**src/rtl/mlfd_pkg.sv**
```systemverilog
// ----------------------------------------------------------------------------
// Multimeter LCD frame decoder package
// Shared types, frame constants and the seven-segment lookup.
// ----------------------------------------------------------------------------
package mlfd_pkg;

    // Frame layout and byte markers (high nibble of a received byte).
    localparam logic [3:0] HI_START  = 4'h1;
    localparam logic [3:0] HI_END    = 4'hE;
    localparam int         FRAME_LEN = 14;
    localparam logic [3:0] LAST_IDX  = 4'(FRAME_LEN - 1);
    localparam logic [3:0] FRAME_CNT = 4'(FRAME_LEN);
    localparam logic [3:0] COUNT_SAT = 4'hF;

    // Unit codes.
    localparam logic [1:0] UNIT_AMPS    = 2'd0;
    localparam logic [1:0] UNIT_VOLTS   = 2'd1;
    localparam logic [1:0] UNIT_UNKNOWN = 2'd2;

    // Segment keys, {3-bit group, 4-bit group}, for the digits 0 to 9.
    localparam logic [6:0] SEG_0 = 7'h7D;
    localparam logic [6:0] SEG_1 = 7'h05;
    localparam logic [6:0] SEG_2 = 7'h5B;
    localparam logic [6:0] SEG_3 = 7'h1F;
    localparam logic [6:0] SEG_4 = 7'h27;
    localparam logic [6:0] SEG_5 = 7'h3E;
    localparam logic [6:0] SEG_6 = 7'h7E;
    localparam logic [6:0] SEG_7 = 7'h15;
    localparam logic [6:0] SEG_8 = 7'h7F;
    localparam logic [6:0] SEG_9 = 7'h3F;

    // Decoded content of one closed frame; digits[0] is the most significant.
    typedef struct packed {
        logic [3:0][3:0] digits;
        logic            neg;
        logic [3:0]      scale;
        logic [1:0]      unit;
        logic            err;
    } decode_t;

    // One reading as it leaves the block.
    typedef struct packed {
        logic [13:0] magnitude;
        logic        neg;
        logic [3:0]  scale;
        logic [1:0]  unit;
        logic        err;
    } reading_t;

    // Normalized reading: trailing zero digits are folded into the exponent.
    typedef struct packed {
        logic             zero;
        logic             neg;
        logic [3:0][3:0]  bcd;
        logic signed [4:0] expo;
    } canon_t;

    // Seven-segment lookup; returns {error, digit}. An unknown pattern reads as 0.
    function automatic logic [4:0] seg_digit(input logic [2:0] a, input logic [3:0] b);
        logic [6:0] key;
        logic [4:0] res;
        key = {a, b};
        case (key)
            SEG_0:   res = {1'b0, 4'd0};
            SEG_1:   res = {1'b0, 4'd1};
            SEG_2:   res = {1'b0, 4'd2};
            SEG_3:   res = {1'b0, 4'd3};
            SEG_4:   res = {1'b0, 4'd4};
            SEG_5:   res = {1'b0, 4'd5};
            SEG_6:   res = {1'b0, 4'd6};
            SEG_7:   res = {1'b0, 4'd7};
            SEG_8:   res = {1'b0, 4'd8};
            SEG_9:   res = {1'b0, 4'd9};
            default: res = {1'b1, 4'd0};
        endcase
        return res;
    endfunction

endpackage

```
**src/rtl/multimeter_lcd_frame_decoder_core.sv**
```systemverilog
// ----------------------------------------------------------------------------
// Multimeter LCD frame decoder core
// Decodes 14-byte LCD segment frames into readings and reports changes.
// ----------------------------------------------------------------------------
// One received byte is taken per cycle on the slave stream whenever the skid
// entry of the result buffer is free. A byte with high nibble 1 starts a
// frame and a byte with high nibble E ends it; a frame of exactly 14 bytes is
// decoded in the cycle its end byte is taken, and its reading is registered and
// presented on the master stream if its value (sign, digits and decimal
// scale, compared as an exact decimal number) differs from the last reading
// reported. The first frame is compared against minus one. A change of unit
// alone is not reported. Unknown segment patterns read as 0 and set the
// error flag. Throughput is one byte per cycle while not stalled; the result
// buffer holds two readings; the input stalls only when two wait downstream.
// ----------------------------------------------------------------------------
module multimeter_lcd_frame_decoder_core (
    input  logic        aclk,
    input  logic        aresetn,
    input  logic        s_tvalid,
    output logic        s_tready,
    input  logic [7:0]  s_tdata,   // [7:0] rx_byte
    output logic        m_tvalid,
    input  logic        m_tready,
    output logic [23:0] m_tdata,   // [13:0] reading_magnitude, [14] negative,
                                   // [18:15] decimal_scale, [23:19] zero
    output logic [2:0]  m_tuser    // [1:0] unit_code, [2] digit_error
);
    import mlfd_pkg::*;

    logic     accept;
    logic     close;
    logic     emit;
    decode_t  decoded;
    reading_t reading;
    reading_t out_data;

    assign accept = s_tvalid && s_tready;

    // Frame collection and segment decode.
    mlfd_frame u_frame (
        .aclk    (aclk),
        .aresetn (aresetn),
        .accept  (accept),
        .rx_byte (s_tdata),
        .close   (close),
        .decoded (decoded)
    );

    // Change test against the last reported reading.
    mlfd_change u_change (
        .aclk    (aclk),
        .aresetn (aresetn),
        .fire    (accept && close),
        .decoded (decoded),
        .emit    (emit),
        .reading (reading)
    );

    // Result register with skid entry.
    mlfd_out_buf u_out_buf (
        .aclk      (aclk),
        .aresetn   (aresetn),
        .push      (emit),
        .push_data (reading),
        .ready     (s_tready),
        .out_valid (m_tvalid),
        .out_ready (m_tready),
        .out_data  (out_data)
    );

    assign m_tdata = {5'd0, out_data.scale, out_data.neg, out_data.magnitude};
    assign m_tuser = {out_data.err, out_data.unit};

endmodule

```
**src/rtl/mlfd_frame.sv**
```systemverilog
// ----------------------------------------------------------------------------
// Multimeter LCD frame store
// Collects the low nibbles of a frame, tracks its length and decodes the
// stored segment map when an end byte closes a frame of full length.
// ----------------------------------------------------------------------------
module mlfd_frame (
    input  logic                aclk,
    input  logic                aresetn,
    input  logic                accept,
    input  logic [7:0]          rx_byte,
    output logic                close,
    output mlfd_pkg::decode_t   decoded
);
    import mlfd_pkg::*;

    logic [3:0] nib_reg [FRAME_LEN];
    logic [3:0] byte_count_reg;
    logic [3:0] byte_count_next;
    logic [3:0] cnt_base;
    logic [4:0] dig [4];

    // A start byte restarts the count before the byte is placed.
    always_comb begin
        cnt_base = (rx_byte[7:4] == HI_START) ? 4'd0 : byte_count_reg;
        byte_count_next = (cnt_base < COUNT_SAT) ? cnt_base + 4'd1 : cnt_base;
        close = (rx_byte[7:4] == HI_END) && (byte_count_next == FRAME_CNT);
    end

    always_ff @(posedge aclk) begin
        if (!aresetn) begin
            byte_count_reg <= 4'd0;
        end else if (accept) begin
            byte_count_reg <= byte_count_next;
        end
    end

    // Nibble store; bytes past the end of a frame are dropped.
    always_ff @(posedge aclk) begin
        if (accept && (cnt_base <= LAST_IDX)) begin
            nib_reg[cnt_base] <= rx_byte[3:0];
        end
    end

    // Segment decode of the stored frame. The closing byte lands in the last
    // slot, which the decode never reads, so only stored nibbles are used.
    always_comb begin
        logic err_any;
        err_any = 1'b0;
        for (int i = 0; i < 4; i++) begin
            dig[i] = seg_digit(nib_reg[1 + 2 * i][2:0], nib_reg[2 + 2 * i]);
            decoded.digits[i] = dig[i][3:0];
            err_any = err_any | dig[i][4];
        end
        decoded.err = err_any;
        decoded.neg = nib_reg[1][3];
        decoded.scale = (nib_reg[3][3]  ? 4'd3 : 4'd0) + (nib_reg[5][3] ? 4'd2 : 4'd0)
                      + (nib_reg[7][3]  ? 4'd1 : 4'd0) + (nib_reg[10][3] ? 4'd3 : 4'd0)
                      + (nib_reg[9][3]  ? 4'd3 : 4'd0);
        if (nib_reg[12][3]) begin
            decoded.unit = UNIT_AMPS;
        end else if (nib_reg[12][2]) begin
            decoded.unit = UNIT_VOLTS;
        end else begin
            decoded.unit = UNIT_UNKNOWN;
        end
    end

endmodule

```
**src/rtl/mlfd_change.sv**
```systemverilog
// ----------------------------------------------------------------------------
// Multimeter LCD reading change detector
// Normalizes each decoded reading, compares it with the last reported one
// and flags a result only when the value differs.
// ----------------------------------------------------------------------------
module mlfd_change (
    input  logic                aclk,
    input  logic                aresetn,
    input  logic                fire,
    input  mlfd_pkg::decode_t   decoded,
    output logic                emit,
    output mlfd_pkg::reading_t  reading
);
    import mlfd_pkg::*;

    canon_t last_reg;
    canon_t cur;
    logic   same;

    // Strip trailing zero digits so that equal values have one form.
    always_comb begin
        logic [3:0][3:0] d;
        d = decoded.digits;
        cur.neg = decoded.neg;
        cur.zero = (d[0] == 4'd0) && (d[1] == 4'd0) && (d[2] == 4'd0) && (d[3] == 4'd0);
        if (d[3] != 4'd0) begin
            cur.bcd  = {d[0], d[1], d[2], d[3]};
            cur.expo = $signed({1'b0, decoded.scale});
        end else if (d[2] != 4'd0) begin
            cur.bcd  = {4'd0, d[0], d[1], d[2]};
            cur.expo = $signed({1'b0, decoded.scale}) - 5'sd1;
        end else if (d[1] != 4'd0) begin
            cur.bcd  = {4'd0, 4'd0, d[0], d[1]};
            cur.expo = $signed({1'b0, decoded.scale}) - 5'sd2;
        end else begin
            cur.bcd  = {4'd0, 4'd0, 4'd0, d[0]};
            cur.expo = $signed({1'b0, decoded.scale}) - 5'sd3;
        end
    end

    // Zero equals zero whatever the sign or scale.
    always_comb begin
        if (cur.zero || last_reg.zero) begin
            same = cur.zero && last_reg.zero;
        end else begin
            same = (cur.neg == last_reg.neg) && (cur.bcd == last_reg.bcd)
                && (cur.expo == last_reg.expo);
        end
        emit = fire && !same;
    end

    // The reading before the first report is minus one at scale zero.
    always_ff @(posedge aclk) begin
        if (!aresetn) begin
            last_reg.zero <= 1'b0;
            last_reg.neg  <= 1'b1;
            last_reg.bcd  <= 16'h0001;
            last_reg.expo <= 5'sd0;
        end else if (emit) begin
            last_reg <= cur;
        end
    end

    // Binary magnitude and the remaining result fields.
    always_comb begin
        reading.magnitude = 14'(decoded.digits[0]) * 14'd1000
                          + 14'(decoded.digits[1]) * 14'd100
                          + 14'(decoded.digits[2]) * 14'd10
                          + 14'(decoded.digits[3]);
        reading.neg   = decoded.neg;
        reading.scale = decoded.scale;
        reading.unit  = decoded.unit;
        reading.err   = decoded.err;
    end

endmodule

```
**src/rtl/mlfd_out_buf.sv**
```systemverilog
// ----------------------------------------------------------------------------
// Multimeter LCD result buffer
// Output register with a skid entry, so the input side keeps running while a
// result waits for the downstream side.
// ----------------------------------------------------------------------------
module mlfd_out_buf (
    input  logic                aclk,
    input  logic                aresetn,
    input  logic                push,
    input  mlfd_pkg::reading_t  push_data,
    output logic                ready,
    output logic                out_valid,
    input  logic                out_ready,
    output mlfd_pkg::reading_t  out_data
);
    import mlfd_pkg::*;

    logic     main_valid_reg, main_valid_next;
    logic     skid_valid_reg, skid_valid_next;
    reading_t main_reg, main_next;
    reading_t skid_reg, skid_next;

    // New requests are taken while the skid entry is free.
    assign ready     = !skid_valid_reg;
    assign out_valid = main_valid_reg;
    assign out_data  = main_reg;

    always_comb begin
        main_valid_next = main_valid_reg;
        skid_valid_next = skid_valid_reg;
        main_next       = main_reg;
        skid_next       = skid_reg;
        if (!main_valid_reg || out_ready) begin
            // The output slot frees up: refill it from the skid entry first.
            if (skid_valid_reg) begin
                main_next       = skid_reg;
                main_valid_next = 1'b1;
                skid_valid_next = 1'b0;
            end else begin
                main_next       = push_data;
                main_valid_next = push;
            end
        end else if (push) begin
            skid_next       = push_data;
            skid_valid_next = 1'b1;
        end
    end

    always_ff @(posedge aclk) begin
        if (!aresetn) begin
            main_valid_reg <= 1'b0;
            skid_valid_reg <= 1'b0;
        end else begin
            main_valid_reg <= main_valid_next;
            skid_valid_reg <= skid_valid_next;
        end
    end

    always_ff @(posedge aclk) begin
        main_reg <= main_next;
        skid_reg <= skid_next;
    end

endmodule
```
**config.mk**
```make
export PLATFORM = sky130hd
export DESIGN_NAME = multimeter_lcd_frame_decoder_core
export DESIGN_NICKNAME = d
export VERILOG_FILES = /design/src/rtl/mlfd_pkg.sv /design/src/rtl/multimeter_lcd_frame_decoder_core.sv /design/src/rtl/mlfd_frame.sv /design/src/rtl/mlfd_change.sv /design/src/rtl/mlfd_out_buf.sv
export SDC_FILE = /design/constraint.sdc
export NUM_CORES = 1
export LEC_CHECK = 0
export ABC_AREA = 1
export BUFFER_PORTS_ARGS = -buffer_cell sky130_fd_sc_hd__buf_2
export CAP_MARGIN = 20
export CORE_AREA = 3 3 117 164
export CTS_BUF_LIST = sky130_fd_sc_hd__clkbuf_8
export DETAILED_ROUTE_END_ITERATION = 10
export DIE_AREA = 0 0 120 167
export GPL_ROUTABILITY_DRIVEN = 0
export HOLD_SLACK_MARGIN = 0.05
export PLACE_DENSITY_LB_ADDON = 0.15
export SLEW_MARGIN = 15
export SYNTH_ARGS = -nofsm -noshare
export SYNTH_HDL_FRONTEND = slang
export SYNTH_SLANG_ARGS = --single-unit
export TNS_END_PERCENT = 100
```
**constraint.sdc**
```tcl
create_clock -name aclk -period 6.9 [get_ports aclk]
set_input_delay 1.035 -clock aclk [delete_from_list [all_inputs] [get_ports aclk]]
set_output_delay 1.035 -clock aclk [all_outputs]
set_load 0.05 [all_outputs]
```
==> results.txt <==
- Via total after detailed routing: 6,381
- The tree is rooted in a clkbuf_8.
- CTS tree: done
- For this design, the sink count on the clock tree is 109.
- The finished cells cover 8520 sq um.
* Wire length of the first global-routing pass: 30,300 microns
- Summing all placed instances gives a cell area of 8340 sq um.
* Worst reg2reg path startpoint: u_frame.nib_reg[2][3]$_DFFE_PP_
- Global-route congestion overflow total: 0
- Counting flops with an async set or reset pin after synthesis yields a share of 0%.
* Final setup TNS: 0 ns
- Final cycle utilization of the critical path: 79.1%
* Top flip-flop cell by instance count after synthesis: edfxtp_1
- Largest net degree at the start of global routing: 34
- Combinational group share of total power: 7.3%
- ANT nets after route: 0
- Wires add up to 18,000 microns.
- Internal power comes to 0.873 mW.
* Num rows: 58
- Overall power consumption: 1.16 mW
* Class of the tightest hold or removal check: register to register
- Max reg flops: 36
* # Max-Cap Violations: 0
* Switching power: 0.284 mW
- Number of global-route vias before repair: 6,234
- After detailed routing, the average wire length per cell comes to 13.8 microns.
* Hold-critical path endpoint: u_change.last_reg[21]$_SDFFE_PN1P_
* Routed vias/inst: 4.90
- Required time reported for the critical path endpoint: 7.05 ns
* Sequential share of power: 61.2%
- The run finished with clean final reports.
- Hold wc startpoint: u_change.last_reg[21]$_SDFFE_PN1P_
- Biggest area contributors in the synthesized netlist: edfxtp_1, nand2_1, ha_1
* Maximum level of the CTS H-tree: 3
- Count of cell types in the netlist: 41
- Leaving out fill and tap cells, the most frequent cell in the layout is nand2_1.
- The number of hold-slack violations in the final timing report is 0.
* Cell Area, Synth: 7960 sq um
- Worst setup path category: register to register
- Commonest cells after routing, fill and taps aside: nand2_1, nor2_1, inv_1
- TritonCTS buffer count: 9
- Quantity of I/O buffers inserted on ports: 35
* IO Count: 41
- The synthesized design spends more area on one cell type than any other, namely edfxtp_1.
- For this run, the register share of the synthesized area comes to 37.5%.
- For the worst-skew pair, the clock arrives at the later sink with an insertion delay of 0.39 ns.
* Critical path data arrival time: 5.61 ns
* Top achievable clock speed: 0.183 GHz
* R2r worst-path depth: 25
* Clock power share: 31.5%
* Max Slew Vio Count: 0
- Min Tclk post-route: 5.46 ns
- Worst VDD drop: 0.0000625 V
* Core box area: 17,900 sq um
- Max-slew headroom at the worst pin: 27.0%
* Die Span X: 120 microns
- Yosys warns: 0
- Number of antenna violations at the first check in global routing: 0
- Share of layout cells above drive strength 1: 8.29%
- The endpoint identified for the worst register-to-register timing path is u_out_buf.out_data[21]$_DFFE_PP_.
* Initial Utilization: 44.4%
- The cell count after synthesis came out at 1,028.
- Final HPWL from detailed placement: 14,300 microns
- Gates resized during post-CTS repair numbered 0.
* Clock slew seen by the registers of the worst setup and hold paths: 0.10 ns
- Fraction of synthesized cell area taken by the top area cell type: 30.2%
- Buffers inserted to repair hold after CTS numbered 0.
- First DRT Iteration DRCs: 441
* Actual slew at the worst max-slew pin: 1.09 ns
- Minimum setup slack among reg-to-reg paths: 1.44 ns
- Area overhead of the layout relative to synthesis: 7.12%
- Setup repair after global routing missed its margin: false
* Number of endpoints failing setup at the final stage: 0
- Dividing total power by cell area gives a power density of 136 nW/um^2.
* Startpoint type of the worst setup path: register
- The clock passes through at most 2 buffers.
- Clock skew on the completed layout was measured at 0.0114 ns.
- Height of the chip: 167 microns
- Once the clock tree was built, the setup fixing pass inserted 0 buffers.
* First-pass iteration count of the detailed router: 6
- Leakage power: 4.31 nW
* Number of synthesized register bits: 109
- Depth of the worst hold-timing path: 2
- In this run switching power makes up 24.5% of total power.
- The net count of the finished layout is 1,154.
* Overall Global Routing Usage: 18.8%
- For this run, design rule violations remaining after detail routing come to 0.
* Max Fanout on Critical Path: 10
* Post-synthesis area per instance: 7.74 sq um
- STA classifies the critical path endpoint as a register.
- Area of the die: 20,000 sq um
* Antenna cell count: 0
- Post-synth EDFFs: 80
-- critical path: stages (launching register included) --
cell,delay (ns)
edfxtp_1,0.38
nand2_1,0.08
inv_1,0.07
nand2_1,0.07
nor2_1,0.52
inv_1,0.28
fa_1,0.67
inv_1,0.10
fa_1,0.46
ha_1,0.36
a21oi_1,0.14
inv_1,0.05
a31oi_1,0.22
xor2_1,0.16
inv_1,0.05
ha_1,0.27
ha_1,0.30
ha_1,0.33
inv_1,0.05
o21bai_1,0.19
nand2_1,0.07
nand2_1,0.06
a21oi_1,0.06
xor2_1,0.17
nand2_1,0.07
nand2_1,0.04
-- kinds of logic after synthesis --
| logic type | after synthesis | synth area share (%) |
|---|---|---|
| buf+inv | 160 | 8.26 |
| fa+ha+maj | 86 | 15.5 |
| flops | 109 | 37.5 |
| compound gates | 88 | 6.07 |
| simple gates | 560 | 30.0 |
| other cells | 1 | 0.0471 |
| xor+xnor | 24 | 2.64 |
-- synth_stat cells (7+ instances only) --
cell type,instances
ha_1,65
nand4_1,7
edfxtp_1,80
xor2_1,19
nor2_1,136
fa_1,21
clkbuf_1,8
inv_1,126
o21ai_0,27
buf_4,9
nand2_2,8
nand2_1,295
dfxtp_1,29
nand3b_1,15
nand3_1,81
a21oi_1,41
-- power groups by stage --
stage / clock network [mW] / logic [mW] / registers [mW]
after detailed placement: 0 / 0.0843 / 0.723
final: 0.365 / 0.0838 / 0.708
after global placement: 0 / 0.0839 / 0.723
after CTS: 0.383 / 0.0847 / 0.708
after floorplan: 0 / 0.0557 / 0.731
after global routing: 0.411 / 0.0957 / 0.709
-- through the flow --
| stage | worst slack (ns) | instances | hold WS (ns) | util, % |
|---|---|---|---|---|
| after floorplan | 1.88 | 1032 | 0.446 | - |
| after global placement | 1.47 | 1285 | 0.459 | 46.5 |
| after detailed placement | 1.39 | 1285 | 0.469 | 46.5 |
| after CTS | 1.36 | 1301 | 0.490 | 47.5 |
| after global routing | 0.965 | 1301 | 0.533 | 47.5 |
| final | 1.44 | 1301 | 0.491 | 47.5 |
-- worst max-delay path by stage --
stage | from | endpoint | slack [ns] | cells past startpoint
4_1_cts | u_frame.nib_reg[2][3]$_DFFE_PP_ | u_out_buf.out_data[21]$_DFFE_PP_ | 1.36 | 25
6_report | u_frame.nib_reg[2][3]$_DFFE_PP_ | u_out_buf.out_data[21]$_DFFE_PP_ | 1.44 | 25
5_1_grt | u_frame.nib_reg[2][1]$_DFFE_PP_ | u_out_buf.out_data[21]$_DFFE_PP_ | 0.97 | 25
3_3_place_gp | u_frame.nib_reg[2][3]$_DFFE_PP_ | u_out_buf.out_data[21]$_DFFE_PP_ | 1.47 | 25
2_1_floorplan | u_frame.nib_reg[2][1]$_DFFE_PP_ | u_out_buf.out_data[21]$_DFFE_PP_ | 1.88 | 25
3_5_place_dp | u_frame.nib_reg[2][3]$_DFFE_PP_ | u_out_buf.out_data[21]$_DFFE_PP_ | 1.39 | 25
-- area by class of cell --
class,count,area [sq um]
fill,1803,9400
inverter,134,503
clock buffer,10,138
timing repair buffer,39,205
tap,240,300
multi-input combinational,763,4350
sequential,109,2980
clock inverter,6,45.0
-- layer usage --
metal / vias to the layer above / part of all wire, % / GRT usage [%]
met5: - / 0 / 0
met4: 0 / 3.6 / 8.52
met3: 33 / 3.8 / 1.77
met2: 135 / 50 / 33.0
met1: 2868 / 43 / 23.2
li1: 3345 / - / -
Note: power is estimated with default switching activity, not from simulation.
